==> config.mk <==
export PLATFORM = sky130hd
export DESIGN_NAME = crc_codeword_packer
export DESIGN_NICKNAME = d
export VERILOG_FILES = /design/src/ccp_pkg.sv /design/src/crc_codeword_packer.sv /design/src/ccp_cfg_regs.sv /design/src/ccp_crc_pipe.sv /design/src/ccp_serializer.sv
export SDC_FILE = /design/constraint.sdc
export NUM_CORES = 1
export LEC_CHECK = 0
export ABC_AREA = 1
export BUFFER_PORTS_ARGS = -buffer_cell sky130_fd_sc_hd__buf_2
export CAP_MARGIN = 20
export CORE_ASPECT_RATIO = 1.2
export CORE_MARGIN = 1.5
export CORE_UTILIZATION = 48
export CTS_CLUSTER_SIZE = 28
export DETAILED_ROUTE_END_ITERATION = 8
export PLACE_DENSITY = 0.73
export SETUP_SLACK_MARGIN = 0.02
export SLEW_MARGIN = 20
export SYNTH_ARGS = -nofsm -noshare
export SYNTH_HDL_FRONTEND = slang
export SYNTH_SLANG_ARGS = --single-unit
==> constraint.sdc <==
create_clock -name clk -period 6.7 [get_ports clk]
set_clock_uncertainty 0.15 [all_clocks]
set_input_delay 1.34 -clock clk [delete_from_list [all_inputs] [get_ports clk]]
set_output_delay 1.34 -clock clk [all_outputs]
set_load 0.03 [all_outputs]
==> src/ccp_pkg.sv <==
// Shared types, constants and the CRC step function of the codeword packer.
`timescale 1ns / 1ps
`default_nettype none

package ccp_pkg;

    localparam int MAX_GEN_BITS = 9;
    localparam int MIN_GEN_BITS = 2;
    localparam int BYTE_W       = 8;
    localparam int NIB_W        = 4;
    localparam int REM_W        = MAX_GEN_BITS - 1;
    localparam int STREAM_W     = 2 * (NIB_W + REM_W);
    localparam int WORD_W       = 32;
    localparam int SHIFT_W      = WORD_W + BYTE_W;

    localparam logic [8:0] GEN_BITS_RESET  = 9'd11;
    localparam logic [3:0] GEN_LEN_RESET   = 4'd4;
    localparam logic       WORD_MODE_RESET = 1'b1;

    typedef enum logic [1:0] {
        REG_GEN_BITS  = 2'd0,
        REG_GEN_LEN   = 2'd1,
        REG_WORD_MODE = 2'd2
    } cfg_reg_t;

    // Settings derived from the configuration registers
    typedef struct packed {
        logic       word_mode;
        logic [3:0] rbits;     // remainder length, 1..8
        logic [7:0] poly_la;   // generator low bits, left-aligned in 8 bits
        logic [2:0] nbytes;    // codeword bytes per input byte, 2..4
        logic [3:0] pad;       // leading zero bits, 1..8
    } cfg_t;

    // One input byte after CRC, ready for the byte serializer
    typedef struct packed {
        logic [STREAM_W-1:0] stream;
        logic                first;
        logic [2:0]          nbytes;
        logic [3:0]          pad;
    } item_t;

    // Four bits of modulo-2 division; remainder kept left-aligned in 8 bits
    function automatic logic [7:0] crc_nibble(input logic [7:0] r_in,
                                              input logic [3:0] bits,
                                              input logic [7:0] poly_la);
        logic [7:0] r;
        logic       fb;
        r = r_in;
        for (int i = NIB_W - 1; i >= 0; i--) begin
            fb = bits[i] ^ r[7];
            r  = {r[6:0], 1'b0} ^ (fb ? poly_la : 8'h00);
        end
        return r;
    endfunction

endpackage

`default_nettype wire

==> src/crc_codeword_packer.sv <==
// Top level of the CRC codeword packer.
//
//  channel   signals                               direction
//  config    cfg_we, cfg_index, cfg_data           in, write only
//  input     in_valid, in_stall, data_byte, first  in (stall out)
//  output    out_valid, out_stall, out_byte, last  out (stall in)
//
// Three register stages take one byte per cycle unless stalled; the first output
// byte shows once the serializer loads it from stage 3. The serializer sets the
// rate: an input byte gives 2 to 4 output bytes, plus a header byte if first.
// Reset loads generator_bits 11, generator_length 4 and the 8-bit word mode.
// Output stall backs up through the stages; nothing is lost or repeated.
`timescale 1ns / 1ps
`default_nettype none

module crc_codeword_packer (
    input  wire logic          clk,
    input  wire logic          rst_n,
    input  wire logic          cfg_we,
    input  wire logic [1:0]    cfg_index,
    input  wire logic [8:0]    cfg_data,
    input  wire logic          in_valid,
    output logic               in_stall,
    input  wire logic [7:0]    data_byte,
    input  wire logic          first_of_stream,
    output logic               out_valid,
    input  wire logic          out_stall,
    output logic [7:0]         out_byte,
    output logic               last
);
    import ccp_pkg::*;

    cfg_t  cfg;
    item_t item;
    logic  item_valid;
    logic  item_take;

    ccp_cfg_regs u_cfg (
        .clk       (clk),
        .rst_n     (rst_n),
        .cfg_we    (cfg_we),
        .cfg_index (cfg_index),
        .cfg_data  (cfg_data),
        .cfg       (cfg)
    );

    ccp_crc_pipe u_pipe (
        .clk             (clk),
        .rst_n           (rst_n),
        .cfg             (cfg),
        .in_valid        (in_valid),
        .in_stall        (in_stall),
        .data_byte       (data_byte),
        .first_of_stream (first_of_stream),
        .item_valid      (item_valid),
        .item            (item),
        .item_take       (item_take)
    );

    ccp_serializer u_ser (
        .clk        (clk),
        .rst_n      (rst_n),
        .item_valid (item_valid),
        .item       (item),
        .item_take  (item_take),
        .out_valid  (out_valid),
        .out_stall  (out_stall),
        .out_byte   (out_byte),
        .last       (last)
    );

endmodule

`default_nettype wire

==> src/ccp_cfg_regs.sv <==
// Configuration registers and the settings derived from them.
`timescale 1ns / 1ps
`default_nettype none

module ccp_cfg_regs (
    input  wire logic          clk,
    input  wire logic          rst_n,
    input  wire logic          cfg_we,
    input  wire logic [1:0]    cfg_index,
    input  wire logic [8:0]    cfg_data,
    output ccp_pkg::cfg_t      cfg
);
    import ccp_pkg::*;

    // Bit 8 of the generator is the implied leading one, so it is not stored
    logic [7:0] gen_bits_reg;
    logic [3:0] gen_len_reg;
    logic       word_mode_reg;
    logic [3:0] len_clamped;
    logic [3:0] rbits;
    logic [4:0] total;

    always_ff @(posedge clk or negedge rst_n)
    begin
        if (!rst_n)
        begin
            gen_bits_reg  <= GEN_BITS_RESET[7:0];
            gen_len_reg   <= GEN_LEN_RESET;
            word_mode_reg <= WORD_MODE_RESET;
        end
        else if (cfg_we)
        begin
            unique case (cfg_reg_t'(cfg_index))
                REG_GEN_BITS:  gen_bits_reg  <= cfg_data[7:0];
                REG_GEN_LEN:   gen_len_reg   <= cfg_data[3:0];
                REG_WORD_MODE: word_mode_reg <= cfg_data[0];
                default:       ;
            endcase
        end
    end

    always_comb
    begin
        priority if (gen_len_reg < 4'(MIN_GEN_BITS))
            len_clamped = 4'(MIN_GEN_BITS);
        else if (gen_len_reg > 4'(MAX_GEN_BITS))
            len_clamped = 4'(MAX_GEN_BITS);
        else
            len_clamped = gen_len_reg;

        rbits = len_clamped - 4'd1;
        total = word_mode_reg ? 5'(5'd8 + 5'(rbits)) : 5'(5'd8 + 5'({rbits, 1'b0}));

        cfg.word_mode = word_mode_reg;
        cfg.rbits     = rbits;
        // Bits at or above the remainder length shift out of the top
        cfg.poly_la   = 8'(gen_bits_reg << (4'd8 - rbits));
        cfg.nbytes    = 3'(total[4:3]) + 3'd1;
        cfg.pad       = 4'd8 - 4'(total[2:0]);
    end

endmodule

`default_nettype wire

==> src/ccp_crc_pipe.sv <==
// Three-stage CRC pipeline: remainders, then codeword stream assembly.
`timescale 1ns / 1ps
`default_nettype none

module ccp_crc_pipe (
    input  wire logic          clk,
    input  wire logic          rst_n,
    input  ccp_pkg::cfg_t      cfg,
    input  wire logic          in_valid,
    output logic               in_stall,
    input  wire logic [7:0]    data_byte,
    input  wire logic          first_of_stream,
    output logic               item_valid,
    output ccp_pkg::item_t     item,
    input  wire logic          item_take
);
    import ccp_pkg::*;

    logic       s1_valid_reg, s2_valid_reg, s3_valid_reg;
    logic       s1_ready, s2_ready, s3_ready;

    logic [7:0] s1_data_reg;
    logic       s1_first_reg;
    logic [7:0] s1_ra_reg;
    logic [7:0] s1_rb_reg;

    logic [7:0] s2_data_reg;
    logic       s2_first_reg;
    logic [7:0] s2_rem_hi_reg;
    logic [7:0] s2_rem_lo_reg;

    item_t      s3_item_reg;

    logic [7:0] ra_next, rb_next;
    logic [7:0] r_hi_full;
    logic [7:0] rem_hi_next, rem_lo_next;
    logic [4:0] cwbits;
    logic [11:0] c1, c2;
    logic [STREAM_W-1:0] stream_next;

    assign s3_ready = !s3_valid_reg || item_take;
    assign s2_ready = !s2_valid_reg || s3_ready;
    assign s1_ready = !s1_valid_reg || s2_ready;
    assign in_stall = !s1_ready;

    // Stage 1: high nibble, and low nibble for the two-word mode
    assign ra_next = crc_nibble(8'h00, data_byte[7:4], cfg.poly_la);
    assign rb_next = crc_nibble(8'h00, data_byte[3:0], cfg.poly_la);

    // Stage 2: finish the 8-bit word, right-align the remainders
    assign r_hi_full   = cfg.word_mode ? crc_nibble(s1_ra_reg, s1_data_reg[3:0], cfg.poly_la)
                                       : s1_ra_reg;
    assign rem_hi_next = 8'(r_hi_full >> (4'd8 - cfg.rbits));
    assign rem_lo_next = 8'(s1_rb_reg >> (4'd8 - cfg.rbits));

    // Stage 3: dataword followed by remainder; in two-word mode, two codewords back to back
    always_comb
    begin
        cwbits = 5'(5'd4 + 5'(cfg.rbits));
        c1 = 12'({8'h00, s2_data_reg[7:4]} << cfg.rbits) | 12'(s2_rem_hi_reg);
        c2 = 12'({8'h00, s2_data_reg[3:0]} << cfg.rbits) | 12'(s2_rem_lo_reg);
        if (cfg.word_mode)
            stream_next = STREAM_W'({16'h0000, s2_data_reg} << cfg.rbits)
                        | STREAM_W'(s2_rem_hi_reg);
        else
            stream_next = STREAM_W'({12'h000, c1} << cwbits) | STREAM_W'(c2);
    end

    always_ff @(posedge clk or negedge rst_n)
    begin
        if (!rst_n)
        begin
            s1_valid_reg <= 1'b0;
            s2_valid_reg <= 1'b0;
            s3_valid_reg <= 1'b0;
        end
        else
        begin
            if (s1_ready)
                s1_valid_reg <= in_valid;
            if (s2_ready)
                s2_valid_reg <= s1_valid_reg;
            if (s3_ready)
                s3_valid_reg <= s2_valid_reg;
        end
    end

    always_ff @(posedge clk)
    begin
        if (s1_ready)
        begin
            s1_data_reg  <= data_byte;
            s1_first_reg <= first_of_stream;
            s1_ra_reg    <= ra_next;
            s1_rb_reg    <= rb_next;
        end
        if (s2_ready)
        begin
            s2_data_reg   <= s1_data_reg;
            s2_first_reg  <= s1_first_reg;
            s2_rem_hi_reg <= rem_hi_next;
            s2_rem_lo_reg <= rem_lo_next;
        end
        if (s3_ready)
        begin
            s3_item_reg.stream <= stream_next;
            s3_item_reg.first  <= s2_first_reg;
            s3_item_reg.nbytes <= cfg.nbytes;
            s3_item_reg.pad    <= cfg.pad;
        end
    end

    assign item_valid = s3_valid_reg;
    assign item       = s3_item_reg;

endmodule

`default_nettype wire

==> src/ccp_serializer.sv <==
// Byte serializer: header byte on a first item, then codeword bytes MSB first.
`timescale 1ns / 1ps
`default_nettype none

module ccp_serializer (
    input  wire logic          clk,
    input  wire logic          rst_n,
    input  wire logic          item_valid,
    input  ccp_pkg::item_t     item,
    output logic               item_take,
    output logic               out_valid,
    input  wire logic          out_stall,
    output logic [7:0]         out_byte,
    output logic               last
);
    import ccp_pkg::*;

    logic [SHIFT_W-1:0] shift_reg;
    logic [2:0]         count_reg;
    logic               xfer;
    logic               load_ok;
    logic [WORD_W-1:0]  aligned;
    logic [4:0]         align_sh;

    assign out_valid = (count_reg != 3'd0);
    assign out_byte  = shift_reg[SHIFT_W-1 -: BYTE_W];
    assign last      = (count_reg == 3'd1);
    assign xfer      = out_valid && !out_stall;

    // Take the next item as the final byte of the current one goes out
    assign load_ok   = !out_valid || (last && !out_stall);
    assign item_take = item_valid && load_ok;

    // Drop unused leading bytes so the padded stream starts at the top
    assign align_sh = {2'(3'd4 - item.nbytes), 3'b000};
    assign aligned  = WORD_W'({8'h00, item.stream} << align_sh);

    always_ff @(posedge clk or negedge rst_n)
    begin
        if (!rst_n)
            count_reg <= 3'd0;
        else if (item_take)
            count_reg <= item.nbytes + 3'(item.first);
        else if (xfer)
            count_reg <= count_reg - 3'd1;
    end

    always_ff @(posedge clk)
    begin
        if (item_take)
        begin
            if (item.first)
                shift_reg <= {4'h0, item.pad, aligned};
            else
                shift_reg <= {aligned, 8'h00};
        end
        else if (xfer)
            shift_reg <= {shift_reg[SHIFT_W-BYTE_W-1:0], 8'h00};
    end

endmodule

`default_nettype wire

==> impl_metrics.ini <==
[run_status]
outcome = completed

[cts]
tritoncts = built
clock_path_buffers = 2
numCtsBuffers = 17
clock-sinks = 141
cts-root-buf = clkbuf_16
h-tree-depth = 4
clock_latency_ns = 0.43
postCtsHoldBufs = 0
cts_resized = 0
cts_setup_buffers = 0
clkTransAtPathRegs_ns = 0.06

[synth]
ys_warn_count = 0
yosys.cell_count.top_type = nand2_1
netlist_instances = 1194
synth_flop_cell = edfxtp_1
syn_nets = 1227
synth_edf_count = 122
ys_top_cells_by_area = edfxtp_1, nand2_1, nand3_1
ys_ff_latch = 141
ys_seq_area_frac = 0.436
synth_common_cells = nand2_1, edfxtp_1, nor2_1, inv_1, nand3_1
synth_top_cell_by_area = edfxtp_1
async_flop_share = 0.135
synth_top_area_share = 0.385
syn_area_per_cell_um2 = 7.96
synth_area_um2 = 9510
synthDistinctLibCells = 53

[timing]
fin_crit_sh = 0.770
relSlewSlack = 0.361
rsz0062_at_grt = no
max_freq_ghz = 0.194
tightestPinTransition_ns = 0.958
drv_slew = 0
finalSetupViolations = 0
finalHoldViolCount = 0
min_period_ns = 5.16
fin_tns_setup_ns = 0

[grt]
antenna_found_initial = 0
grt_pass1_vias = 7758
grt_util_all_layers = 0.229
grt_pass1_wl_mm = 38.0
grt.overflow.total = 0
grt_max_degree = 48

[critical_path]
critPathRequiredTime_ns = 6.73
max_stage_delay_ns = 0.60
critPathCaptureType = flop
critPathMaxFanout = 47
start_kind = flop
cp_slowest_cell = dfrtp_1
setup.worst_path.class = reg -> reg
cp.arrival_ns = 5.19

[power_and_ir_drop]
power.switching_mw = 2.75
leakagePower_nw = 4.43
ir_worst_vdd_mv = 0.267
switching_share = 0.462
p_total_mw = 5.95
intPower_mw = 3.20
powerDensity_nw_per_um2 = 570
seqPwrFrac = 0.309
clock_power_share = 0.167
p_comb_frac = 0.524

[placement]
io_buffers = 34
finalWeightedCongestion = 0.944
hpwl_mm = 16.8
placed_cell_area_um2 = 9830

[route]
first_pass_iters = 5
drt_iter0_markers = 659
wl_per_cell_um = 15.5
vias = 8219
via_per_inst = 5.56
route.detailed.drc = 0
ant_nets = 0
wl_mm = 22.9

[run]
cap_violations = 0

[floorplanning]
core_um2 = 19500
die-area_um2 = 20700
start_util = 0.488
fp.dieH_um = 157
die_w_um = 131
io_pins = 36
rows = 56

[cells_and_area]
fin_nets = 1236
num_antenna_cells = 0
area_growth_pct = 9.88
layout-drive-gt1-share = 0.120
fin_area_um2 = 10400
largest_reg_flops = 40

[hold_path]
hp-class = reg -> reg
## stage by stage
stage | worst slack (ns) | std cells | hold slack (ns) | util
floorplan | 1.98 | 1194 | 0.250 | -
global placement | 1.64 | 1445 | 0.253 | 0.504
detailed placement | 1.60 | 1445 | 0.255 | 0.504
CTS | 1.57 | 1477 | 0.272 | 0.536
global route | 1.07 | 1477 | 0.279 | 0.536
finish | 1.54 | 1477 | 0.272 | 0.536
## final timing paths
| check | endpoint | cells past startpoint | startpoint | slack, ns |
|---|---|---|---|---|
| hold / removal | u_pipe.s2_data_reg[4]$_DFFE_PP_ | 0 | u_pipe.s1_data_reg[4]$_DFFE_PN_ | 0.27 |
| hold reg to reg | u_pipe.s2_data_reg[4]$_DFFE_PP_ | 0 | u_pipe.s1_data_reg[4]$_DFFE_PN_ | 0.27 |
| setup / recovery | u_pipe.s2_rem_hi_reg[2]$_SDFFCE_PP0P_ | 26 | u_cfg.gen_len_reg[3]$_DFFE_PN0P_ | 1.54 |
| max in group asynchronous | u_cfg.gen_len_reg[2]$_DFFE_PN1P_ | 1 | rst_n | 5.38 |
| min in group asynchronous | u_cfg.gen_bits_reg[6]$_DFFE_PN0P_ | 1 | rst_n | 0.69 |
| setup reg to reg | u_pipe.s2_rem_hi_reg[2]$_SDFFCE_PP0P_ | 26 | u_cfg.gen_len_reg[3]$_DFFE_PN0P_ | 1.54 |
## power by group through the flow
stage | sequential (mW) | clock (mW) | combinational (mW)
finish | 1.84 | 0.993 | 3.12
detailed placement | 1.85 | 0 | 3.08
global route | 1.88 | 1.04 | 3.50
CTS | 1.84 | 0.995 | 3.10
global placement | 1.84 | 0 | 3.04
floorplan | 1.77 | 0 | 2.48
## cells in the final DEF (no fill, tap or decap), types with 6 or more instances in the layout
cell       instances
a21oi_1           24
a221oi_1           6
a22oi_1            7
a31oi_1            6
buf_2             34
buf_4             13
clkbuf_16         17
dfrtp_1           14
edfxtp_1         122
ha_1               8
inv_1            114
inv_2             12
nand2_1          308
nand2_2           11
nand3_1          102
nand3_2            7
nand4_1           10
nor2_1           121
o211ai_1          12
o21ai_0           86
o221ai_1          27
o22ai_1            9
or2_2              6
xnor2_1           24
xor2_1            36
## kinds of logic after synthesis
logic type               share of synthesized area
XOR/XNOR                                    0.0621
AND/OR/NAND/NOR                              0.272
multiplexers                               0.00684
buffers and inverters                       0.0825
flip-flops                                   0.436
adder cells (fa/ha/maj)                     0.0105
AO/OA/AOI/OAI                                0.130
## worst max-delay path, delay by kind of cell (launching register included)
kind | cells | cell delay (ns)
adder cells (fa/ha/maj) | 1 | 0.41
flip-flops | 1 | 0.60
AND/OR/NAND/NOR | 22 | 3.33
buffers and inverters | 3 | 0.40
## routing by layer
metal	up-vias	global-route usage	wire, µm
met5	-	0	0
met4	0	0.118	935
met3	76	0.0309	1060
met2	276	0.419	11800
met1	3827	0.261	9110
li1	4040	-	-
## final cells by class
class	count	area (µm²)
Fill cell	1865	9030
Inverter	131	497
Tap cell	261	327
Multi-Input combinational cell	865	4590
Timing Repair Buffer	47	268
Clock buffer	19	433
Clock inverter	13	189
Sequential cell	141	4150
Power figures use the tool's default switching activity.
